--- config.mk ---
export PLATFORM = sky130hd
export DESIGN_NAME = matrix_multiply_engine_unit
export DESIGN_NICKNAME = d
export VERILOG_FILES = /design/src/hw/rtl/mme_pkg.sv /design/src/hw/rtl/mme_store.sv /design/src/hw/rtl/mme_mac.sv /design/src/hw/rtl/mme_seq.sv /design/src/hw/rtl/matrix_multiply_engine_unit.sv
export SDC_FILE = /design/constraint.sdc
export NUM_CORES = 2
export LEC_CHECK = 0
export BUFFER_PORTS_ARGS = -buffer_cell sky130_fd_sc_hd__clkbuf_2
export CORE_ASPECT_RATIO = 1.75
export CORE_MARGIN = 2
export CORE_UTILIZATION = 47
export DETAILED_ROUTE_END_ITERATION = 8
export PLACE_DENSITY = 0.72
export SLEW_MARGIN = 5
export SYNTH_ARGS = -nofsm -noshare
export SYNTH_HDL_FRONTEND = slang
export SYNTH_HIERARCHICAL = 1
export SYNTH_SLANG_ARGS = --single-unit
--- constraint.sdc ---
create_clock -name clk -period 10.28 [get_ports clk]
set_clock_uncertainty 0.2 [all_clocks]
set_input_delay 2.056 -clock clk [delete_from_list [all_inputs] [get_ports clk]]
set_output_delay 2.056 -clock clk [all_outputs]
set_load 0.02 [all_outputs]
--- src/hw/rtl/mme_pkg.sv ---
// Package for the matrix multiply engine: sizes, command and register codes,
// pipeline structs and the dimension clamp. No dependencies.
package mme_pkg;

  localparam int MAX_DIM     = 8;
  localparam int ELEM_BITS   = 16;
  localparam int IN_BITS     = 16;
  localparam int KEEP_BITS   = (ELEM_BITS < IN_BITS) ? ELEM_BITS : IN_BITS;
  localparam int DIM_W       = $clog2(MAX_DIM);
  localparam int DIMR_W      = 4;
  localparam int STORE_DEPTH = MAX_DIM * MAX_DIM;
  localparam int ADDR_W      = $clog2(STORE_DEPTH);
  localparam int IDX_W       = 6;
  localparam int ROW_W       = 3;
  localparam int PROD_W      = 2 * KEEP_BITS;
  localparam int SUM_W       = 35;
  localparam int CFG_IDX_W   = 2;

  localparam logic [CFG_IDX_W-1:0] REG_ROWS_A    = 2'd0;
  localparam logic [CFG_IDX_W-1:0] REG_INNER_DIM = 2'd1;
  localparam logic [CFG_IDX_W-1:0] REG_COLS_B    = 2'd2;

  typedef enum logic [1:0] {
    CMD_LOAD_A = 2'd0,
    CMD_LOAD_B = 2'd1,
    CMD_START  = 2'd2
  } cmd_t;

  typedef enum logic {
    ST_IDLE = 1'b0,
    ST_RUN  = 1'b1
  } state_t;

  // Control that travels with one multiply-accumulate term.
  typedef struct packed {
    logic             vld;
    logic             first;
    logic             lastk;
    logic             lastel;
    logic [DIM_W-1:0] row;
    logic [DIM_W-1:0] col;
  } mme_tag_t;

  typedef struct packed {
    logic                 we_a;
    logic                 we_b;
    logic [ADDR_W-1:0]    addr;
    logic [KEEP_BITS-1:0] data;
  } mme_wr_t;

  typedef struct packed {
    logic [ADDR_W-1:0] addr_a;
    logic [ADDR_W-1:0] addr_b;
  } mme_rd_t;

  // A dimension of zero acts as one, anything above MAX_DIM as MAX_DIM.
  function automatic logic [DIM_W:0] clamp_dim(input logic [DIMR_W-1:0] d);
    logic [DIM_W:0] r;
    if (d == '0) begin
      r = (DIM_W + 1)'(1);
    end else if (32'(d) > MAX_DIM) begin
      r = (DIM_W + 1)'(MAX_DIM);
    end else begin
      r = (DIM_W + 1)'(d);
    end
    return r;
  endfunction

endpackage

--- src/hw/rtl/mme_store.sv ---
// Element stores for matrices A and B, one write port and one registered read each.
// Depends on mme_pkg.
module mme_store (
  input  logic                          clk,
  input  mme_pkg::mme_wr_t              wr,
  input  logic                          rd_en,
  input  mme_pkg::mme_rd_t              rd,
  output logic signed [mme_pkg::KEEP_BITS-1:0] rd_a,
  output logic signed [mme_pkg::KEEP_BITS-1:0] rd_b
);
  import mme_pkg::*;

  logic [KEEP_BITS-1:0] mem_a [STORE_DEPTH];
  logic [KEEP_BITS-1:0] mem_b [STORE_DEPTH];

  always_ff @(posedge clk) begin
    if (wr.we_a) begin
      mem_a[wr.addr] <= wr.data;
    end
    if (wr.we_b) begin
      mem_b[wr.addr] <= wr.data;
    end
  end

  // The read registers hold while the pipeline is frozen.
  always_ff @(posedge clk) begin
    if (rd_en) begin
      rd_a <= mem_a[rd.addr_a];
      rd_b <= mem_b[rd.addr_b];
    end
  end

endmodule

--- src/hw/rtl/mme_mac.sv ---
// Shared multiply-accumulate unit with its tag pipeline and the result register.
// Depends on mme_pkg.
module mme_mac (
  input  logic                                  clk,
  input  logic                                  rst_n,
  input  mme_pkg::mme_tag_t                     iss_tag,
  input  logic signed [mme_pkg::KEEP_BITS-1:0]  rd_a,
  input  logic signed [mme_pkg::KEEP_BITS-1:0]  rd_b,
  input  logic                                  out_stall,
  output logic                                  adv,
  output logic                                  out_valid,
  output logic [mme_pkg::ROW_W-1:0]             out_row,
  output logic [mme_pkg::ROW_W-1:0]             out_col,
  output logic signed [mme_pkg::SUM_W-1:0]      out_dot_sum,
  output logic                                  out_last
);
  import mme_pkg::*;

  mme_tag_t                  tag1_r;
  mme_tag_t                  tag2_r;
  logic signed [PROD_W-1:0]  prod_r;
  logic signed [SUM_W-1:0]   acc_r;
  logic signed [SUM_W-1:0]   acc_nxt;
  logic signed [SUM_W-1:0]   prod_ext;
  logic                      out_valid_r;
  logic [ROW_W-1:0]          out_row_r;
  logic [ROW_W-1:0]          out_col_r;
  logic signed [SUM_W-1:0]   out_sum_r;
  logic                      out_last_r;

  // The whole pipeline moves only when the result register can take a value.
  assign adv = !out_valid_r || !out_stall;

  assign prod_ext = SUM_W'(prod_r);
  assign acc_nxt  = tag2_r.first ? prod_ext : acc_r + prod_ext;

  always_ff @(posedge clk) begin
    if (!rst_n) begin
      tag1_r      <= '0;
      tag2_r      <= '0;
      out_valid_r <= 1'b0;
    end else if (adv) begin
      tag1_r      <= iss_tag;
      tag2_r      <= tag1_r;
      out_valid_r <= tag2_r.vld && tag2_r.lastk;
    end
  end

  always_ff @(posedge clk) begin
    if (adv) begin
      prod_r <= rd_a * rd_b;
      if (tag2_r.vld) begin
        acc_r <= acc_nxt;
      end
      if (tag2_r.vld && tag2_r.lastk) begin
        out_sum_r  <= acc_nxt;
        out_row_r  <= ROW_W'(tag2_r.row);
        out_col_r  <= ROW_W'(tag2_r.col);
        out_last_r <= tag2_r.lastel;
      end
    end
  end

  assign out_valid   = out_valid_r;
  assign out_row     = out_row_r;
  assign out_col     = out_col_r;
  assign out_dot_sum = out_sum_r;
  assign out_last    = out_last_r;

endmodule

--- src/hw/rtl/mme_seq.sv ---
// Sequencer: takes input transfers, writes loads into the stores and steps the
// row, column and inner counters of a multiply. Depends on mme_pkg.
module mme_seq (
  input  logic                            clk,
  input  logic                            rst_n,
  input  logic                            in_valid,
  input  logic [1:0]                      in_command,
  input  logic [mme_pkg::IDX_W-1:0]       in_elem_index,
  input  logic signed [15:0]              in_elem_value,
  output logic                            in_stall,
  input  logic [mme_pkg::DIMR_W-1:0]      rows_a,
  input  logic [mme_pkg::DIMR_W-1:0]      inner_dim,
  input  logic [mme_pkg::DIMR_W-1:0]      cols_b,
  input  logic                            adv,
  output mme_pkg::mme_wr_t                wr,
  output mme_pkg::mme_rd_t                rd,
  output mme_pkg::mme_tag_t               iss_tag
);
  import mme_pkg::*;

  state_t            state_r, state_nxt;
  logic [DIM_W-1:0]  i_r, i_nxt;
  logic [DIM_W-1:0]  j_r, j_nxt;
  logic [DIM_W-1:0]  k_r, k_nxt;
  logic [DIM_W-1:0]  m_m1_r, m_m1_nxt;
  logic [DIM_W-1:0]  n_m1_r, n_m1_nxt;
  logic [DIM_W-1:0]  p_m1_r, p_m1_nxt;
  logic [DIM_W:0]    n_r, n_nxt;
  logic [DIM_W:0]    p_r, p_nxt;
  logic [ADDR_W-1:0] a_base_r, a_base_nxt;
  logic [ADDR_W-1:0] b_ptr_r, b_ptr_nxt;
  logic [DIM_W:0]    m_c, n_c, p_c;
  logic              in_range;
  cmd_t              cmd;

  assign m_c = clamp_dim(rows_a);
  assign n_c = clamp_dim(inner_dim);
  assign p_c = clamp_dim(cols_b);
  assign cmd = cmd_t'(in_command);
  assign in_range = {1'b0, in_elem_index} < (IDX_W + 1)'(STORE_DEPTH);

  always_ff @(posedge clk) begin
    if (!rst_n) begin
      state_r <= ST_IDLE;
    end else begin
      state_r <= state_nxt;
    end
  end

  always_ff @(posedge clk) begin
    i_r      <= i_nxt;
    j_r      <= j_nxt;
    k_r      <= k_nxt;
    m_m1_r   <= m_m1_nxt;
    n_m1_r   <= n_m1_nxt;
    p_m1_r   <= p_m1_nxt;
    n_r      <= n_nxt;
    p_r      <= p_nxt;
    a_base_r <= a_base_nxt;
    b_ptr_r  <= b_ptr_nxt;
  end

  always_comb begin
    state_nxt  = state_r;
    i_nxt      = i_r;
    j_nxt      = j_r;
    k_nxt      = k_r;
    m_m1_nxt   = m_m1_r;
    n_m1_nxt   = n_m1_r;
    p_m1_nxt   = p_m1_r;
    n_nxt      = n_r;
    p_nxt      = p_r;
    a_base_nxt = a_base_r;
    b_ptr_nxt  = b_ptr_r;
    wr.we_a    = 1'b0;
    wr.we_b    = 1'b0;
    wr.addr    = in_elem_index[ADDR_W-1:0];
    wr.data    = in_elem_value[KEEP_BITS-1:0];
    in_stall   = (state_r != ST_IDLE);

    case (state_r)
      ST_IDLE: begin
        if (in_valid) begin
          case (cmd)
            CMD_LOAD_A: wr.we_a = in_range;
            CMD_LOAD_B: wr.we_b = in_range;
            CMD_START: begin
              m_m1_nxt   = DIM_W'(m_c - (DIM_W + 1)'(1));
              n_m1_nxt   = DIM_W'(n_c - (DIM_W + 1)'(1));
              p_m1_nxt   = DIM_W'(p_c - (DIM_W + 1)'(1));
              n_nxt      = n_c;
              p_nxt      = p_c;
              i_nxt      = '0;
              j_nxt      = '0;
              k_nxt      = '0;
              a_base_nxt = '0;
              b_ptr_nxt  = '0;
              state_nxt  = ST_RUN;
            end
            default: ;
          endcase
        end
      end
      ST_RUN: begin
        // One term is issued per advancing cycle; A walks along a row, B down a column.
        if (adv) begin
          if (k_r == n_m1_r) begin
            k_nxt = '0;
            if (j_r == p_m1_r) begin
              j_nxt     = '0;
              b_ptr_nxt = '0;
              if (i_r == m_m1_r) begin
                state_nxt = ST_IDLE;
              end else begin
                i_nxt      = i_r + 1'b1;
                a_base_nxt = a_base_r + ADDR_W'(n_r);
              end
            end else begin
              j_nxt     = j_r + 1'b1;
              b_ptr_nxt = ADDR_W'(j_r) + ADDR_W'(1);
            end
          end else begin
            k_nxt     = k_r + 1'b1;
            b_ptr_nxt = b_ptr_r + ADDR_W'(p_r);
          end
        end
      end
      default: state_nxt = ST_IDLE;
    endcase
  end

  assign rd.addr_a = a_base_r + ADDR_W'(k_r);
  assign rd.addr_b = b_ptr_r;

  assign iss_tag.vld    = (state_r == ST_RUN);
  assign iss_tag.first  = (k_r == '0);
  assign iss_tag.lastk  = (k_r == n_m1_r);
  assign iss_tag.lastel = (i_r == m_m1_r) && (j_r == p_m1_r);
  assign iss_tag.row    = i_r;
  assign iss_tag.col    = j_r;

endmodule

--- src/hw/rtl/matrix_multiply_engine_unit.sv ---
// Matrix multiply engine: loads write one element each; a start issues one
// multiply-accumulate per cycle while the output is not stalled, on one shared
// multiplier, and takes no further input until the last term has issued. Each
// dot product leaves as one result, with its row and column, in row order.
// Reset clears control and sets all three dimensions to 8; the stores are not cleared.
module matrix_multiply_engine_unit (
  input  logic                              clk,
  input  logic                              rst_n,
  input  logic                              in_valid,
  output logic                              in_stall,
  input  logic [1:0]                        in_command,
  input  logic [mme_pkg::IDX_W-1:0]         in_elem_index,
  input  logic signed [15:0]                in_elem_value,
  output logic                              out_valid,
  input  logic                              out_stall,
  output logic [mme_pkg::ROW_W-1:0]         out_row,
  output logic [mme_pkg::ROW_W-1:0]         out_col,
  output logic signed [mme_pkg::SUM_W-1:0]  out_dot_sum,
  output logic                              out_last,
  input  logic                              cfg_we,
  input  logic [mme_pkg::CFG_IDX_W-1:0]     cfg_index,
  input  logic [mme_pkg::DIMR_W-1:0]        cfg_data
);
  import mme_pkg::*;

  logic [DIMR_W-1:0]     rows_a_r;
  logic [DIMR_W-1:0]     inner_dim_r;
  logic [DIMR_W-1:0]     cols_b_r;
  logic                  adv;
  mme_wr_t               wr;
  mme_rd_t               rd;
  mme_tag_t              iss_tag;
  logic signed [KEEP_BITS-1:0] rd_a;
  logic signed [KEEP_BITS-1:0] rd_b;

  always_ff @(posedge clk) begin
    if (!rst_n) begin
      rows_a_r    <= DIMR_W'(MAX_DIM);
      inner_dim_r <= DIMR_W'(MAX_DIM);
      cols_b_r    <= DIMR_W'(MAX_DIM);
    end else if (cfg_we) begin
      case (cfg_index)
        REG_ROWS_A:    rows_a_r    <= cfg_data;
        REG_INNER_DIM: inner_dim_r <= cfg_data;
        REG_COLS_B:    cols_b_r    <= cfg_data;
        default: ;
      endcase
    end
  end

  mme_seq u_seq (
    .clk           (clk),
    .rst_n         (rst_n),
    .in_valid      (in_valid),
    .in_command    (in_command),
    .in_elem_index (in_elem_index),
    .in_elem_value (in_elem_value),
    .in_stall      (in_stall),
    .rows_a        (rows_a_r),
    .inner_dim     (inner_dim_r),
    .cols_b        (cols_b_r),
    .adv           (adv),
    .wr            (wr),
    .rd            (rd),
    .iss_tag       (iss_tag)
  );

  mme_store u_store (
    .clk   (clk),
    .wr    (wr),
    .rd_en (adv),
    .rd    (rd),
    .rd_a  (rd_a),
    .rd_b  (rd_b)
  );

  mme_mac u_mac (
    .clk         (clk),
    .rst_n       (rst_n),
    .iss_tag     (iss_tag),
    .rd_a        (rd_a),
    .rd_b        (rd_b),
    .out_stall   (out_stall),
    .adv         (adv),
    .out_valid   (out_valid),
    .out_row     (out_row),
    .out_col     (out_col),
    .out_dot_sum (out_dot_sum),
    .out_last    (out_last)
  );

  // Stores are never written while terms are being issued.
  a_no_write_in_run: assert property (@(posedge clk) disable iff (!rst_n)
    (wr.we_a || wr.we_b) |-> !iss_tag.vld)
    else $error("store write during a multiply");

  // A start transfer makes the block busy on the next cycle.
  a_start_busy: assert property (@(posedge clk) disable iff (!rst_n)
    (in_valid && !in_stall && (in_command == CMD_START)) |=> in_stall)
    else $error("start did not enter the run state");

  // A held result freezes the sequencer.
  a_freeze: assert property (@(posedge clk) disable iff (!rst_n)
    (out_valid && out_stall && iss_tag.vld) |=> $stable(iss_tag))
    else $error("issue moved while the result register was stalled");

endmodule
==> impl_metrics.py <==
metrics = {
    "floorplanning": {
        "row_count": 222,
        "initial_utilization_pct": 47.2,
        "die_x_um": 350,
        "die-area_um2": 213000,
        "die_h_um": 609,
        "ioPinCount": 79,
        "core_area_um2": 208000,
    },
    "timing": {
        "tightest_slew_ns": 1.36,
        "finalSetupViolations": 0,
        "fmaxAchievable_mhz": 141,
        "post-route-period-util_pct": 69.1,
        "rsz0062_at_grt": "false",
        "drv_slew": 0,
        "setup-tns-final_ns": 0,
        "relSlewSlack_pct": 8.89,
        "finalHoldViolCount": 0,
        "min_period_ns": 7.10,
    },
    "cts": {
        "cts_tree": "yes",
        "postCtsSetupBuffers": 0,
        "clockRootBuffer": "clkbuf_16",
        "cts_sinks": 2261,
        "clk_latency_ns": 0.82,
        "cts_buffer_depth": 4,
        "cts_buffers": 202,
        "clkTransAtPathRegs_ns": 0.06,
        "h-tree-depth": 4,
        "cts_resized": 0,
        "cts-hold-fix-buffers": 0,
    },
    "drt": {
        "dr.pass1.iters": 9,
        "drt_drc_violations_left": 2,
        "routed_wl_um": 236000,
        "via_per_inst": 5.93,
        "vias": 49883,
        "wl_per_cell_um": 28.1,
        "drt_iter0_drc": 4828,
        "ant_nets": 0,
    },
    "yosys": {
        "syn_area_per_cell_um2": 18.3,
        "async_flop_share_pct": 0,
        "ys_ff_latch": 2261,
        "yosys_warnings": 6,
        "syn_inst": 5381,
        "synth_ff_type": "edfxtp_1",
        "synth-edff-count": 2227,
        "syn-cell-area_um2": 98300,
        "synth_nets": 5816,
        "synthDistinctLibCells": 83,
        "seq_area_frac_synth_pct": 68.7,
    },
    "global_routing": {
        "grt_max_degree": 119,
        "grt_use_total_pct": 22.2,
        "overflow": 0,
        "grt_pass1_vias": 52349,
        "grt_antenna_before_repair": 8,
        "grt_pass1_wl_um": 346000,
    },
    "outcome": {
        "status": "complete, but fails checks",
        "violations": "DRC",
    },
    "placed_design": {
        "placed_area_um2": 102000,
        "dp_hpwl_um": 153000,
        "port_buffers": 78,
        "routabilityCongestion": 0.899,
    },
    "finish": {
        "final_core_util_pct": 52.2,
        "final_nets": 5997,
        "drive_above_1_share_pct": 19.5,
        "final_cell_mix": "edfxtp_1, mux4_2, inv_1",
        "final_common_cell": "edfxtp_1",
        "fillers": 16164,
        "syn2layout_area_growth_pct": 10.6,
        "finish.instance_area_um2": 109000,
    },
    "setup_path": {
        "critPathArrivalTime_ns": 7.46,
        "required_ns": 10.64,
        "start_kind": "register",
        "critPathKind": "register to register",
        "endpoint_kind": "register",
        "path_max_fanout": 16,
    },
    "pwr": {
        "power_leakage_nw": 36.5,
        "peakVddDrop_mv": 1.06,
        "power_density_nw_per_um2": 365,
    },
    "worst_hold_path": {
        "hold_class": "register to register",
    },
    "run": {
        "cap_violations": 0,
    },
}
## Yosys cell counts, types with 12 or more instances
master	number	share of area (%)
edfxtp_1	2227	68
mux4_2	495	11
inv_1	356	1.4
nand2_1	295	1.1
fa_1	266	5.4
nor2_1	225	0.86
ha_1	134	1.7
and2_1	128	0.81
clkbuf_1	111	0.42
mux2i_1	99	1.0
o21ai_0	86	0.44
buf_2	75	0.38
a21oi_1	71	0.36
o22ai_1	65	0.41
buf_4	61	0.47
xnor2_1	58	0.52
a211oi_1	50	0.38
nand3_1	47	0.24
a22oi_1	42	0.32
nand2b_1	40	0.25
dfxtp_1	34	0.69
a21o_1	32	0.24
xor2_1	32	0.29
nor2b_1	28	0.18
mux2_2	26	0.30
a21boi_0	24	0.18
nor3_1	21	0.11
o21ai_1	21	0.11
a221oi_1	18	0.16
buf_6	16	0.18
nand4_1	16	0.10
o221ai_1	12	0.11
## worst paths after layout
kind	slack, ns	to	startpoint	cells past startpoint
hold / removal	0.24	u_mac/out_last	u_mac/tag2_r[6]	0
setup / recovery	3.18	u_mac/prod_r[27]	u_store/rd_a[7]	22
setup reg to reg	3.18	u_mac/prod_r[27]	u_store/rd_a[7]	22
hold reg to reg	0.24	u_mac/out_last	u_mac/tag2_r[6]	0
## cells by family after synthesis
logic type | share of synthesized area, %
DFF | 68.7
and+or+nand+nor | 4.16
buffers and inverters | 2.90
muxes | 12.8
AOI/OAI and AO/OA | 3.53
adders and majority gates | 7.12
xor gates and xnor gates | 0.802
## worst max-delay path, stage by stage (launching register included)
cell and delay [ns]:
edfxtp_1 0.80, nand2_1 0.19, fa_1 0.58, inv_1 0.05
fa_1 0.49, inv_1 0.06, fa_1 0.53, inv_1 0.05
fa_1 0.45, fa_1 0.49, inv_1 0.05, fa_1 0.47
inv_1 0.04, ha_1 0.34, nand2_1 0.12, nor2_1 0.30
nand3_1 0.12, nor3_1 0.47, o211ai_1 0.28, a21boi_0 0.31
o21ai_0 0.17, nand3_1 0.14, o311ai_1 0.11
## power by group
group	switching, mW	internal (mW)	total [mW]	leakage [nW]
combinational	11.7	8.86	20.5	12.9
sequential	0.178	11.4	11.6	20.4
clock	3.29	4.30	7.59	3.20
total	15.1	24.6	39.7	36.5
## final cells by class
cell class,instances,area [µm²],share of cell area [%]
antenna,3,7.51,0.00690
clock buffer,236,5200,4.78
sequential,2261,67600,62.1
tap,2688,3360,3.09
timing repair buffer,252,1820,1.68
inverter,357,1340,1.23
clock inverter,122,1370,1.26
multi-input combinational,2488,28100,25.8
## state kept, by name, summed over array words and instances (netlist names), 3 cells and up
signal             count
u_seq/i_r              3
u_mac/out_dot_sum     35
u_seq/p_m1_r           3
u_mac/out_row          3
inner_dim_r            4
u_store/rd_a          16
u_mac/acc_r           35
u_mac/prod_r          32
u_seq/k_r              3
u_seq/n_r              4
u_mac/out_col          3
u_seq/j_r              3
u_seq/b_ptr_r          6
u_store/mem_b       1024
u_seq/m_m1_r           3
u_seq/a_base_r         6
u_mac/tag1_r          10
u_store/mem_a       1024
u_store/rd_b          16
rows_a_r               4
cols_b_r               4
u_seq/n_m1_r           3
u_seq/p_r              4
u_mac/tag2_r          10
## metal layers
| layer | global-route usage, % | vias up | routed length, µm | share of wire [%] |
|---|---|---|---|---|
| li1 | - | 21144 | - | - |
| met1 | 24.3 | 26181 | 78000 | 33 |
| met2 | 41.0 | 1990 | 128000 | 54 |
| met3 | 2.92 | 558 | 14100 | 6.0 |
| met4 | 12.8 | 10 | 15600 | 6.6 |
| met5 | 0 | - | 58 | 0.025 |
## stage by stage
| step | cells | power [mW] | hold WS, ns | worst slack, ns |
|---|---|---|---|---|
| 5_1_grt | 8405 | 43.0 | 0.246 | 2.76 |
| 6_report | 8407 | 39.7 | 0.235 | 3.18 |
| 3_3_place_gp | 8046 | 31.6 | 0.212 | 3.30 |
| 3_5_place_dp | 8046 | 32.3 | 0.219 | 3.21 |
| 4_1_cts | 8404 | 39.9 | 0.236 | 3.21 |
| 2_1_floorplan | 5381 | 27.9 | 0.208 | 3.87 |
No activity file was read; power rests on OpenSTA's default activity.
